--- src/design/lld_pkg.sv ---
// ----------------------------------------------------------------------------
// lld_pkg
// Shared types and constants for the least-loaded dispatcher with affinity.
// ----------------------------------------------------------------------------
package lld_pkg;

	localparam int MAX_WORKERS   = 16;
	localparam int TABLE_ENTRIES = 16;

	localparam int WIDX_W   = (MAX_WORKERS > 1) ? $clog2(MAX_WORKERS) : 1;
	localparam int EIDX_W   = (TABLE_ENTRIES > 1) ? $clog2(TABLE_ENTRIES) : 1;
	localparam int NACT_W   = $clog2(MAX_WORKERS + 1);
	localparam int SCAN_LEN = (MAX_WORKERS > TABLE_ENTRIES) ? MAX_WORKERS : TABLE_ENTRIES;
	localparam int SCAN_W   = $clog2(SCAN_LEN + 1);

	localparam int CNT_W = 16;
	localparam logic [CNT_W-1:0] CNT_MAX = 16'hFFFF;

	localparam int CFG_IDX_W  = 1;
	localparam int CFG_DATA_W = 5;

	localparam logic [CFG_IDX_W-1:0] REG_KEEP_ORDER     = 1'd0;
	localparam logic [CFG_IDX_W-1:0] REG_WORKERS_IN_USE = 1'd1;

	localparam logic KEEP_ORDER_RST = 1'b1;
	localparam logic [4:0] WORKERS_IN_USE_RST = 5'd16;

	localparam logic CMD_SUBMIT = 1'b0;
	localparam logic CMD_FINISH = 1'b1;

	localparam logic [1:0] ST_DISPATCHED = 2'd0;
	localparam logic [1:0] ST_REJECTED   = 2'd1;
	localparam logic [1:0] ST_FINISHED   = 2'd2;

	typedef struct packed {
		logic        cmd;
		logic [15:0] source_id;
		logic [3:0]  done_worker;
	} req_t;

	typedef struct packed {
		logic [1:0]  status;
		logic [3:0]  assigned_worker;
		logic        release_res;
		logic [15:0] echo_source;
	} rsp_t;

	// controller -> datapath
	typedef struct packed {
		logic start;
		logic scan;
		logic lookup;
		logic commit;
	} dp_cmd_t;

	// datapath -> controller
	typedef struct packed {
		logic scan_done;
	} dp_stat_t;

endpackage

--- src/design/lld_ctrl.sv ---
// ----------------------------------------------------------------------------
// lld_ctrl
// Sequencer: accept, scan of table and worker loads, load lookup, commit.
// ----------------------------------------------------------------------------
module lld_ctrl (
	input  logic             clk,
	input  logic             arst_n,
	input  logic             in_valid,
	output logic             in_ready,
	output logic             out_valid,
	input  logic             out_ready,
	output lld_pkg::dp_cmd_t dp_cmd,
	input  lld_pkg::dp_stat_t dp_stat
);
	import lld_pkg::*;

	typedef enum logic [1:0] {
		S_IDLE,
		S_SCAN,
		S_LOOKUP,
		S_COMMIT
	} state_t;

	state_t state_q;
	logic   out_valid_q;
	logic   out_free;

	assign out_free  = !out_valid_q || out_ready;
	assign in_ready  = (state_q == S_IDLE);
	assign out_valid = out_valid_q;

	assign dp_cmd.start  = (state_q == S_IDLE) && in_valid;
	assign dp_cmd.scan   = (state_q == S_SCAN);
	assign dp_cmd.lookup = (state_q == S_LOOKUP);
	assign dp_cmd.commit = (state_q == S_COMMIT) && out_free;

	always_ff @(posedge clk or negedge arst_n) begin
		if (!arst_n) begin
			state_q     <= S_IDLE;
			out_valid_q <= 1'b0;
		end else begin
			if ((state_q == S_COMMIT) && out_free)
				out_valid_q <= 1'b1;
			else if (out_ready)
				out_valid_q <= 1'b0;
			case (state_q)
				S_IDLE: begin
					if (in_valid)
						state_q <= S_SCAN;
				end
				S_SCAN: begin
					if (dp_stat.scan_done)
						state_q <= S_LOOKUP;
				end
				S_LOOKUP: begin
					state_q <= S_COMMIT;
				end
				S_COMMIT: begin
					if (out_free)
						state_q <= S_IDLE;
				end
				default: begin
					state_q <= S_IDLE;
				end
			endcase
		end
	end

endmodule

--- src/design/lld_datapath.sv ---
// ----------------------------------------------------------------------------
// lld_datapath
// Worker loads, affinity table, config registers, scan and update logic.
// ----------------------------------------------------------------------------
module lld_datapath (
	input  logic                            clk,
	input  logic                            arst_n,
	input  lld_pkg::req_t                   in_data,
	output lld_pkg::rsp_t                   out_data,
	input  logic                            cfg_we,
	input  logic [lld_pkg::CFG_IDX_W-1:0]   cfg_index,
	input  logic [lld_pkg::CFG_DATA_W-1:0]  cfg_wdata,
	input  lld_pkg::dp_cmd_t                dp_cmd,
	output lld_pkg::dp_stat_t               dp_stat
);
	import lld_pkg::*;

	// config
	logic       keep_q;
	logic [4:0] wiu_q;
	logic [NACT_W-1:0] n_act;

	// state
	logic [CNT_W-1:0]  worker_load_q [MAX_WORKERS];
	logic              entry_valid_q [TABLE_ENTRIES];
	logic [15:0]       entry_source_q [TABLE_ENTRIES];
	logic [CNT_W-1:0]  entry_count_q [TABLE_ENTRIES];
	logic [WIDX_W-1:0] entry_worker_q [TABLE_ENTRIES];

	// per-transaction
	req_t              req_q;
	logic [SCAN_W-1:0] scan_idx_q;
	logic              hit_q;
	logic [EIDX_W-1:0] hit_idx_q;
	logic [CNT_W-1:0]  hit_cnt_q;
	logic [WIDX_W-1:0] hit_wkr_q;
	logic              free_q;
	logic [EIDX_W-1:0] free_idx_q;
	logic [WIDX_W-1:0] best_idx_q;
	logic [CNT_W-1:0]  best_load_q;
	logic [CNT_W-1:0]  load_rd_q;
	rsp_t              rsp_q;

	logic              ent_in;
	logic              wkr_in;
	logic [EIDX_W-1:0] ei;
	logic [WIDX_W-1:0] wi;

	logic              is_submit;
	logic              use_hit;
	logic              new_entry;
	logic              reject;
	logic [EIDX_W-1:0] slot;
	logic [WIDX_W-1:0] tw;
	logic              load_ok;
	logic [CNT_W-1:0]  new_load;
	logic [CNT_W-1:0]  cnt_inc;
	logic [CNT_W-1:0]  cnt_dec;
	logic              fin_release;
	rsp_t              rsp_d;

	always_comb begin
		if (wiu_q == 5'd0)
			n_act = NACT_W'(1);
		else if (32'(wiu_q) > 32'(MAX_WORKERS))
			n_act = NACT_W'(MAX_WORKERS);
		else
			n_act = NACT_W'(wiu_q);
	end

	assign ei     = scan_idx_q[EIDX_W-1:0];
	assign wi     = scan_idx_q[WIDX_W-1:0];
	assign ent_in = 32'(scan_idx_q) < 32'(TABLE_ENTRIES);
	assign wkr_in = (32'(scan_idx_q) < 32'(MAX_WORKERS)) &&
		(32'(scan_idx_q) < 32'(n_act));

	assign dp_stat.scan_done = (scan_idx_q == SCAN_W'(SCAN_LEN - 1));

	// decision from scan results
	always_comb begin
		is_submit = (req_q.cmd == CMD_SUBMIT);
		use_hit   = keep_q && hit_q;
		new_entry = !use_hit && (hit_q || free_q);
		reject    = is_submit && !use_hit && !hit_q && !free_q;
		slot      = hit_q ? hit_idx_q : free_idx_q;
		if (is_submit) begin
			tw      = use_hit ? hit_wkr_q : best_idx_q;
			load_ok = !reject;
		end else begin
			tw      = WIDX_W'(req_q.done_worker);
			load_ok = 32'(req_q.done_worker) < 32'(n_act);
		end
		if (is_submit)
			new_load = (load_rd_q == CNT_MAX) ? load_rd_q : load_rd_q + CNT_W'(1);
		else
			new_load = (load_rd_q == '0) ? load_rd_q : load_rd_q - CNT_W'(1);
		cnt_inc     = (hit_cnt_q == CNT_MAX) ? hit_cnt_q : hit_cnt_q + CNT_W'(1);
		cnt_dec     = (hit_cnt_q == '0) ? hit_cnt_q : hit_cnt_q - CNT_W'(1);
		fin_release = hit_q && (cnt_dec == '0);

		rsp_d.echo_source = req_q.source_id;
		if (!is_submit) begin
			rsp_d.status          = ST_FINISHED;
			rsp_d.assigned_worker = 4'd0;
			rsp_d.release_res     = fin_release;
		end else if (reject) begin
			rsp_d.status          = ST_REJECTED;
			rsp_d.assigned_worker = 4'd0;
			rsp_d.release_res     = 1'b1;
		end else begin
			rsp_d.status          = ST_DISPATCHED;
			rsp_d.assigned_worker = 4'(tw);
			rsp_d.release_res     = 1'b0;
		end
	end

	always_ff @(posedge clk or negedge arst_n) begin
		if (!arst_n) begin
			keep_q <= KEEP_ORDER_RST;
			wiu_q  <= WORKERS_IN_USE_RST;
		end else if (cfg_we) begin
			case (cfg_index)
				REG_KEEP_ORDER:     keep_q <= cfg_wdata[0];
				REG_WORKERS_IN_USE: wiu_q  <= cfg_wdata[4:0];
				default: begin
				end
			endcase
		end
	end

	// scan
	always_ff @(posedge clk or negedge arst_n) begin
		if (!arst_n) begin
			scan_idx_q <= '0;
			hit_q      <= 1'b0;
			free_q     <= 1'b0;
		end else if (dp_cmd.start) begin
			scan_idx_q <= '0;
			hit_q      <= 1'b0;
			free_q     <= 1'b0;
		end else if (dp_cmd.scan) begin
			scan_idx_q <= scan_idx_q + SCAN_W'(1);
			if (ent_in && entry_valid_q[ei] && !hit_q &&
				entry_source_q[ei] == req_q.source_id)
				hit_q <= 1'b1;
			if (ent_in && !entry_valid_q[ei] && !free_q)
				free_q <= 1'b1;
		end
	end

	always_ff @(posedge clk) begin
		if (dp_cmd.start) begin
			req_q       <= in_data;
			best_idx_q  <= '0;
			best_load_q <= '0;
		end else if (dp_cmd.scan) begin
			if (ent_in && entry_valid_q[ei] && !hit_q &&
				entry_source_q[ei] == req_q.source_id) begin
				hit_idx_q <= ei;
				hit_cnt_q <= entry_count_q[ei];
				hit_wkr_q <= entry_worker_q[ei];
			end
			if (ent_in && !entry_valid_q[ei] && !free_q)
				free_idx_q <= ei;
			if (wkr_in && (scan_idx_q == '0 || worker_load_q[wi] < best_load_q)) begin
				best_idx_q  <= wi;
				best_load_q <= worker_load_q[wi];
			end
		end
		if (dp_cmd.lookup)
			load_rd_q <= worker_load_q[tw];
		if (dp_cmd.commit)
			rsp_q <= rsp_d;
	end

	// state update
	always_ff @(posedge clk or negedge arst_n) begin
		if (!arst_n) begin
			for (int i = 0; i < MAX_WORKERS; i++)
				worker_load_q[i] <= '0;
			for (int i = 0; i < TABLE_ENTRIES; i++)
				entry_valid_q[i] <= 1'b0;
		end else if (dp_cmd.commit) begin
			if (load_ok)
				worker_load_q[tw] <= new_load;
			if (is_submit && new_entry)
				entry_valid_q[slot] <= 1'b1;
			if (!is_submit && fin_release)
				entry_valid_q[hit_idx_q] <= 1'b0;
		end
	end

	always_ff @(posedge clk) begin
		if (dp_cmd.commit) begin
			if (is_submit && use_hit) begin
				entry_count_q[hit_idx_q] <= cnt_inc;
			end else if (is_submit && new_entry) begin
				entry_source_q[slot] <= req_q.source_id;
				entry_count_q[slot]  <= CNT_W'(1);
				entry_worker_q[slot] <= best_idx_q;
			end else if (!is_submit && hit_q) begin
				entry_count_q[hit_idx_q] <= cnt_dec;
			end
		end
	end

	assign out_data = rsp_q;

endmodule

--- src/design/least_loaded_dispatch_with_affinity_unit.sv ---
// ----------------------------------------------------------------------------
// least_loaded_dispatch_with_affinity_unit
// Task dispatcher: least-loaded worker choice with per-source affinity.
// ----------------------------------------------------------------------------
// Input channel (in_valid/in_ready/in_data): submit or finish transactions.
// Output channel (out_valid/out_ready/out_data): one result per transaction.
// Config port (cfg_we/cfg_index/cfg_wdata): index 0 keep_order,
// index 1 workers_in_use; write only while the unit is idle.
// One transaction at a time: after acceptance a sequential scan reads one
// affinity entry and one worker load per cycle, then a lookup step reads the
// target worker load and a commit step applies the update and loads the
// output register. in_ready returns together with out_valid once the commit
// completes, and the next transaction can then be accepted.
// A new transaction is accepted while a result waits in the output register;
// if the receiver still stalls when the next result is ready, the commit
// waits with state unchanged until the output register frees.
// Reset clears all worker loads and affinity valid bits and sets
// keep_order to 1 and workers_in_use to 16.
// ----------------------------------------------------------------------------
module least_loaded_dispatch_with_affinity_unit (
	input  logic                            clk,
	input  logic                            arst_n,
	input  logic                            in_valid,
	output logic                            in_ready,
	input  lld_pkg::req_t                   in_data,
	output logic                            out_valid,
	input  logic                            out_ready,
	output lld_pkg::rsp_t                   out_data,
	input  logic                            cfg_we,
	input  logic [lld_pkg::CFG_IDX_W-1:0]   cfg_index,
	input  logic [lld_pkg::CFG_DATA_W-1:0]  cfg_wdata
);
	import lld_pkg::*;

	dp_cmd_t  dp_cmd;
	dp_stat_t dp_stat;

	lld_ctrl u_ctrl (
		.clk       (clk),
		.arst_n    (arst_n),
		.in_valid  (in_valid),
		.in_ready  (in_ready),
		.out_valid (out_valid),
		.out_ready (out_ready),
		.dp_cmd    (dp_cmd),
		.dp_stat   (dp_stat)
	);

	lld_datapath u_dp (
		.clk       (clk),
		.arst_n    (arst_n),
		.in_data   (in_data),
		.out_data  (out_data),
		.cfg_we    (cfg_we),
		.cfg_index (cfg_index),
		.cfg_wdata (cfg_wdata),
		.dp_cmd    (dp_cmd),
		.dp_stat   (dp_stat)
	);

endmodule
--- config.mk ---
export PLATFORM = sky130hd
export DESIGN_NAME = least_loaded_dispatch_with_affinity_unit
export DESIGN_NICKNAME = d
export VERILOG_FILES = /design/src/design/lld_pkg.sv /design/src/design/lld_ctrl.sv /design/src/design/lld_datapath.sv /design/src/design/least_loaded_dispatch_with_affinity_unit.sv
export SDC_FILE = /design/constraint.sdc
export NUM_CORES = 1
export LEC_CHECK = 0
export BUFFER_PORTS_ARGS = -buffer_cell sky130_fd_sc_hd__buf_2
export CAP_MARGIN = 20
export CORE_UTILIZATION = 55
export DETAILED_ROUTE_END_ITERATION = 6
export PLACE_DENSITY_LB_ADDON = 0.25
export SLEW_MARGIN = 40
export SYNTH_ARGS = -nofsm -noshare
export SYNTH_HDL_FRONTEND = slang
export SYNTH_SLANG_ARGS = --single-unit
export TNS_END_PERCENT = 10
--- constraint.sdc ---
create_clock -name clk -period 16.9 [get_ports clk]
set_clock_uncertainty 0.1 [all_clocks]
set_input_delay 3.38 -clock clk [delete_from_list [all_inputs] [get_ports clk]]
set_output_delay 3.38 -clock clk [all_outputs]
set_load 0.02 [all_outputs]
==> flow_summary.yaml, run 1 <==
run_status:
  status: "complete, no violations"
floorplanning:
  fp.dieH_um: 283
  die_x_um: 283
  start_util_pct: 55.9
  die_area_mm2: 0.0803
  core_mm2: 0.0778
  io_pins: 57
  num_rows: 102
cells_and_area:
  drive_above_1_share_pct: 35.3
  postLayoutCellArea_mm2: 0.0488
  fin_cells: 3738
  final_nets: 2678
  synthToLayoutAreaGrowth_pct: 12.0
timing:
  fin_crit_ns: 5.72
  timing.final.crit_share_pct: 33.8
  setup_viol: 0
  holdWs_ns: 0.375
  fmax_mhz: 175
  hold_viol_final: 0
  worst_slew_pin_slew_ns: 0.857
  drv_slew: 0
  maxSlewHeadroom_pct: 42.9
  setup_tns_ns: 0
  rsz0062_at_grt: "no"
critical_path:
  end_kind: "flip-flop"
  critPathMaxStageDelay_ns: 0.84
  r2r_end: "u_dp.best_load_q[12]"
  critPathBufInv: 3
  crit_chain: "buf_6, buf_12, mux4_2, mux4_2, ha_1, a21o_1, a21o_1, a21oi_1, o21ai_0, a211oi_2, buf_4, nand3_1, a21oi_1"
  cp-start-kind: "flip-flop"
  r2r_slack_ns: 11.18
  crit_path_top_delay_cell: "dfrtp_4"
  r2r_cells: 13
  r2r_start: "u_dp.scan_idx_q[1]"
  cp_max_fo: 100
  cp_top_family: "buffers and inverters"
  criticalPathCategory: "reg2reg"
  critical_path_required_ns: 17.39
  arrival_ns: 6.20
clocking:
  cts_num_sinks: 972
  post_cts_buffers: 0
  insertion_delay_ns: 0.69
  cts_buffers: 100
  cts-root-buf: "clkbuf_16"
  cts.htree.levels: 3
  cts_resized: 0
  clkSlewWorstSetupHoldPaths_ns: 0.06
  cts.path.max_buffers: 3
  cts_hold_buf: 0
  cts_tree: "done"
power_and_ir_drop:
  intPower_w: 0.00548
  fin_total_pwr_w: 0.00801
  p_leak_nw: 17.7
  p_seq_share_pct: 41.1
  power.share.switching_pct: 31.6
  switching_power_w: 0.00253
  clockPowerShare_pct: 28.4
  ir_drop_mv: 0.116
  pwr-share-comb_pct: 30.5
  power.density_mw_per_mm2: 164
yosys:
  ys_dominant_reg_cell: "edfxtp_1"
  syn_area_mm2: 0.0435
  syn_area_per_cell_um2: 17.1
  syn-num-nets: 2614
  ys_ff_latch: 972
  yosys_warnings: 0
  ys_seq_area_share_pct: 63.3
  synth_edf_count: 664
  ys_types: 80
  async_reset_ff_share_pct: 29.6
  syn_inst: 2547
route:
  wire_per_inst_um: 28.6
  vias: 24700
  drc: 0
  avgViaCountPerCell: 6.61
  drt_pass1_iterations: 7
  wirelength_um: 107000
  ant_nets: 0
  drt-initial-drc-count: 2625
grt:
  use_met3_pct: 5.10
  grt.busiest_layer: "met2"
  antenna_found_initial: 0
  grt-ovfl-total: 0
  met2_usage_pct: 42.6
  grt_pass1_wl_um: 162000
  grtUsageMet1_pct: 37.9
  grt_pass1_vias: 25400
  grt_max_degree: 101
  grtUsageTotal_pct: 27.0
place:
  routabilityCongestion: 0.910
  placed_area_mm2: 0.0453
  portBuffers: 56
  dp.cells: 3549
  hpwl_um: 63500
hold_path:
  whs_path_depth: 2
  hold_start: "u_dp.best_load_q[10]"
  min_to: "u_dp.best_load_q[10]"
  hold_class: "reg2reg"
run:
  drv_cap: 0
[cell families after synthesis]
| kind of cell | share of synthesized area (%) |
|---|---|
| AOI/OAI and AO/OA | 3.48 |
| buffers and inverters | 2.17 |
| muxes | 24.3 |
| xor gates and xnor gates | 0.845 |
| adders and majority gates | 1.01 |
| DFF | 63.3 |
| and+or+nand+nor | 4.93 |
[power groups by stage]
stage,clock network [W],registers (W),logic (W)
final,0.00228,0.00329,0.00244
after CTS,0.00230,0.00328,0.00245
after floorplan,0,0.00318,0.00185
after global routing,0.00240,0.00333,0.00261
after detailed placement,0,0.00333,0.00243
after global placement,0,0.00328,0.00236
[cell usage in the layout, fill, tap and decap left out, types with 17 or more instances in the layout]
cell / Yosys / routed
o21ai_0: 46 / 46
nor2_1: 114 / 79
nand3_1: 49 / 49
inv_1: 39 / 39
dfxtp_1: 20 / 20
nor2_2: 0 / 20
edfxtp_1: 664 / 664
clkinv_1: 2 / 18
nand4_1: 18 / 18
mux4_2: 309 / 309
dfrtp_1: 286 / 282
nor3_1: 33 / 31
nand2b_1: 17 / 17
buf_4: 8 / 58
clkbuf_1: 67 / 20
a211oi_1: 24 / 22
mux2_2: 264 / 264
clkinv_2: 0 / 20
nand2_1: 96 / 92
buf_2: 53 / 55
mux2i_1: 56 / 51
clkbuf_16: 0 / 102
a21oi_1: 71 / 69
nor2b_1: 27 / 27
ha_1: 35 / 35
nor4_1: 24 / 21
[per-layer routing]
metal | wire length [µm] | part of all wire [%]
met4 | 3640 | 3.4
met3 | 8630 | 8.1
met1 | 43300 | 40
met2 | 51300 | 48
met5 | 0 | 0
[worst register-to-register path: cells and delay by family (launching register included)]
kind / cells / cell delay (ns)
buffers and inverters: 3 / 1.71
AO/OA/AOI/OAI: 6 / 1.54
multiplexers: 2 / 1.01
flip-flops: 1 / 0.84
adder cells (fa/ha/maj): 1 / 0.34
AND/OR/NAND/NOR: 1 / 0.10
[layout make-up]
cell class,count,area [µm²]
inverter,44,166
antenna,1,2.50
sequential,972,27600
tap,1040,1300
fill,5409,29100
clock buffer,126,2680
multi-input combinational,1369,15400
timing repair buffer,124,875
clock inverter,62,758
[metrics by stage]
stage	util, %	worst slack, ns
6_report	62.6	11.18
3_3_place_gp	57.8	10.47
5_1_grt	62.6	10.97
4_1_cts	62.6	11.18
2_1_floorplan	-	10.83
3_5_place_dp	58.2	10.61
[cells in the mapped netlist, types with 18 or more instances]
cell type    n  area [µm²]
a211oi_1    24         180
a21oi_1     71         355
buf_1       24        90.1
buf_2       53         265
clkbuf_1    67         251
dfrtp_1    286        7160
dfxtp_1     20         400
edfxtp_1   664       19900
ha_1        35         438
inv_1       39         146
mux2_2     264        2970
mux2i_1     56         561
mux4_2     309        6960
nand2_1     96         360
nand3_1     49         245
nand4_1     18         113
nor2_1     114         428
nor2b_1     27         169
nor3_1      33         165
nor4_1      24         150
o21ai_0     46         230
xnor2_1     24         210
xor2_1      18         158
[sequential cells by signal, summed over array words and instances (netlist names), 16 cells and up]
signal	flops
u_dp.load_rd_q	16
u_dp.req_q	21
u_dp.entry_count_q	256
u_dp.best_load_q	16
u_dp.entry_valid_q	16
u_dp.hit_cnt_q	16
u_dp.out_data	23
u_dp.worker_load_q	256
u_dp.entry_worker_q	64
u_dp.entry_source_q	256
[worst max-delay path by stage]
stage	startpoint	cells past startpoint	slack, ns	to
3_5_place_dp	out_ready	8	10.61	u_dp.entry_count_q[1][2]
4_1_cts	u_dp.scan_idx_q[1]	13	11.18	u_dp.best_load_q[12]
3_3_place_gp	out_ready	8	10.47	u_dp.entry_count_q[7][2]
6_report	u_dp.scan_idx_q[1]	13	11.18	u_dp.best_load_q[12]
5_1_grt	u_dp.scan_idx_q[1]	13	10.97	u_dp.best_load_q[12]
2_1_floorplan	out_ready	6	10.83	u_dp.entry_source_q[4][0]
(Power assumes the default switching activity.)
==> inputs of run 2 (changes only) <==
==> constraint.sdc (replaced) <==
create_clock -name clk -period 5.1 [get_ports clk]
set_clock_uncertainty 0.1 [all_clocks]
set_input_delay 1.02 -clock clk [delete_from_list [all_inputs] [get_ports clk]]
set_output_delay 1.02 -clock clk [all_outputs]
set_load 0.02 [all_outputs]
==> run 2 against run 1 <==
  * Routed wire length fell by 0.50%
  * Utilization grew 0.22 points
  * Critical path depth decreased by 2
  * Clock power rose to 3.2 times the previous value
  * Non-clock buffer count increased by 50
  * Sequential share of layout area shrank 0.20 points
  * Largest cell class unchanged
==> flow_summary.yaml, run 2 (synthesis gave the netlist of run 1 again) <==
run_status:
  status: "complete, no violations"
cells_and_area:
  top_regs: "u_dp.entry_count_q: 256 flops, u_dp.entry_source_q: 256 flops, u_dp.worker_load_q: 256 flops"
  regArea_mm2: 0.0276
  synthToLayoutAreaGrowth_pct: 12.4
  mostFrequentLayoutCell: "edfxtp_1"
  multiInputGateArea_mm2: 0.0153
  final_nets: 2727
  final_cell_mix: "edfxtp_1, mux4_2, dfrtp_1, mux2_2, buf_4"
  n_fill_cell: 5457
  drive_above_1_share_pct: 36.2
  final_util_pct: 62.9
  diodes: 0
clocking:
  cts.htree.levels: 3
  clkSlewWorstSetupHoldPaths_ns: 0.06
  cts_tree: "done"
  cts_buffers: 99
  cts.path.max_buffers: 3
  cts_resized: 0
  insertion_delay_ns: 0.69
  cts_hold_buf: 0
  cts_num_sinks: 972
  cts-root-buf: "clkbuf_16"
  post_cts_buffers: 0
route:
  avgViaCountPerCell: 6.54
  wire_per_inst_um: 28.1
  drt_pass1_iterations: 6
  drt-initial-drc-count: 2702
  wirelength_um: 106000
  drc: 0
  vias: 24700
  ant_nets: 0
grt:
  grt_pass1_wl_um: 161000
  grtUsageTotal_pct: 26.8
  antenna_found_initial: 4
  grt_pass1_vias: 25400
  grt_max_degree: 112
  grt-ovfl-total: 0
timing:
  holdWs_ns: 0.130
  fin_crit_ns: 4.18
  setup_tns_ns: 0
  fmax_mhz: 239
  fin_ws_ns: 0.924
  worst_slew_pin_slew_ns: 0.878
  rsz0062_at_grt: "no"
  timing.final.crit_share_pct: 81.9
  setup_viol: 0
  hold_viol_final: 0
  drv_slew: 0
  maxSlewHeadroom_pct: 41.3
critical_path:
  crit_path_top_delay_cell: "dfrtp_4"
  critPathMaxStageDelay_ns: 0.63
  arrival_ns: 4.60
  criticalPathCategory: "reg2reg"
  cp_max_fo: 20
  critical_path_required_ns: 5.52
  r2r_cells: 11
  cp-start-kind: "flip-flop"
  end_kind: "flip-flop"
  crit_chain: "buf_4, mux4_2, mux4_2, ha_1, a21o_1, a21o_1, a21oi_1, o21ai_0, a211o_1, o21ai_0, a21oi_1"
floorplanning:
  start_util_pct: 55.9
  core_mm2: 0.0778
  die_area_mm2: 0.0803
  num_rows: 102
  die_x_um: 283
  fp.dieH_um: 283
  io_pins: 57
power_and_ir_drop:
  clockPowerShare_pct: 27.5
  p_leak_nw: 17.8
  intPower_w: 0.0180
  power.density_mw_per_mm2: 537
  ir_drop_mv: 0.343
  power.share.switching_pct: 31.5
  pwr-share-comb_pct: 31.1
  p_seq_share_pct: 41.4
  switching_power_w: 0.00828
  fin_total_pwr_w: 0.0263
place:
  hpwl_um: 65000
  portBuffers: 56
  dp_slack_ns: 0.920
  routabilityCongestion: 0.876
run:
  drv_cap: 0
hold_path:
  hold_class: "in2async"
-- run 2: cell count changes in the layout (fill, tap and decap cells not counted), sizes merged --
cell,before,now
bufinv,13,7
clkinvlp,5,4
clkbuf,127,139
diode,1,0
clkinv,43,34
buf,123,174
-- run 2: power by group through the flow --
stage / clock [W] / sequential (W) / combinational, W
after floorplan: 0 / 0.0106 / 0.00613
after global placement: 0 / 0.0109 / 0.00790
after detailed placement: 0 / 0.0110 / 0.00811
after CTS: 0.00734 / 0.0109 / 0.00816
after global routing: 0.00765 / 0.0110 / 0.00880
final: 0.00723 / 0.0109 / 0.00818
-- run 2: cell type report --
class	instances	area share, %
multi-input cells	1369	31.3
well taps	1040	2.66
repair buffers	174	2.69
clock buffers	139	5.64
clock inverters	46	1.08
inverters	44	0.340
flip-flops and latches	972	56.3
-- run 2: routing by layer --
| layer | GRT usage, % | up-vias | wire (µm) |
|---|---|---|---|
| li1 | - | 10400 | - |
| met5 | 0 | - | 48 |
| met2 | 41.8 | 1080 | 50400 |
| met4 | 7.39 | 8 | 2380 |
| met1 | 38.9 | 13100 | 45000 |
| met3 | 5.39 | 187 | 8490 |
-- run 2: through the flow --
| step | instances | area (µm²) |
|---|---|---|
| global placement | 3597 | 45400 |
| finish | 3784 | 48900 |
| floorplan | 2547 | 43500 |
| global route | 3784 | 48900 |
| detailed placement | 3597 | 45600 |
| CTS | 3782 | 48900 |
-- run 2: critical path, delay by kind of cell, from the launching register on --
family / cells / cell delay (ns)
AO/OA/AOI/OAI: 7 / 1.51
adder cells (fa/ha/maj): 1 / 0.35
buffers and inverters: 1 / 0.33
flip-flops: 1 / 0.63
multiplexers: 2 / 1.09
-- run 2: final timing paths --
kind | slack (ns) | start | end
worst max-delay path | 0.92 | u_dp.scan_idx_q[0] | u_dp.best_load_q[15]
worst min-delay path | 0.13 | arst_n | u_dp.worker_load_q[192]
min in group clk | 0.38 | u_dp.best_load_q[0] | u_dp.best_load_q[0]
worst max register to register | 0.92 | u_dp.scan_idx_q[0] | u_dp.best_load_q[15]
worst min register to register | 0.38 | u_dp.best_load_q[0] | u_dp.best_load_q[0]
max in group asynchronous | 3.52 | arst_n | u_dp.worker_load_q[122]
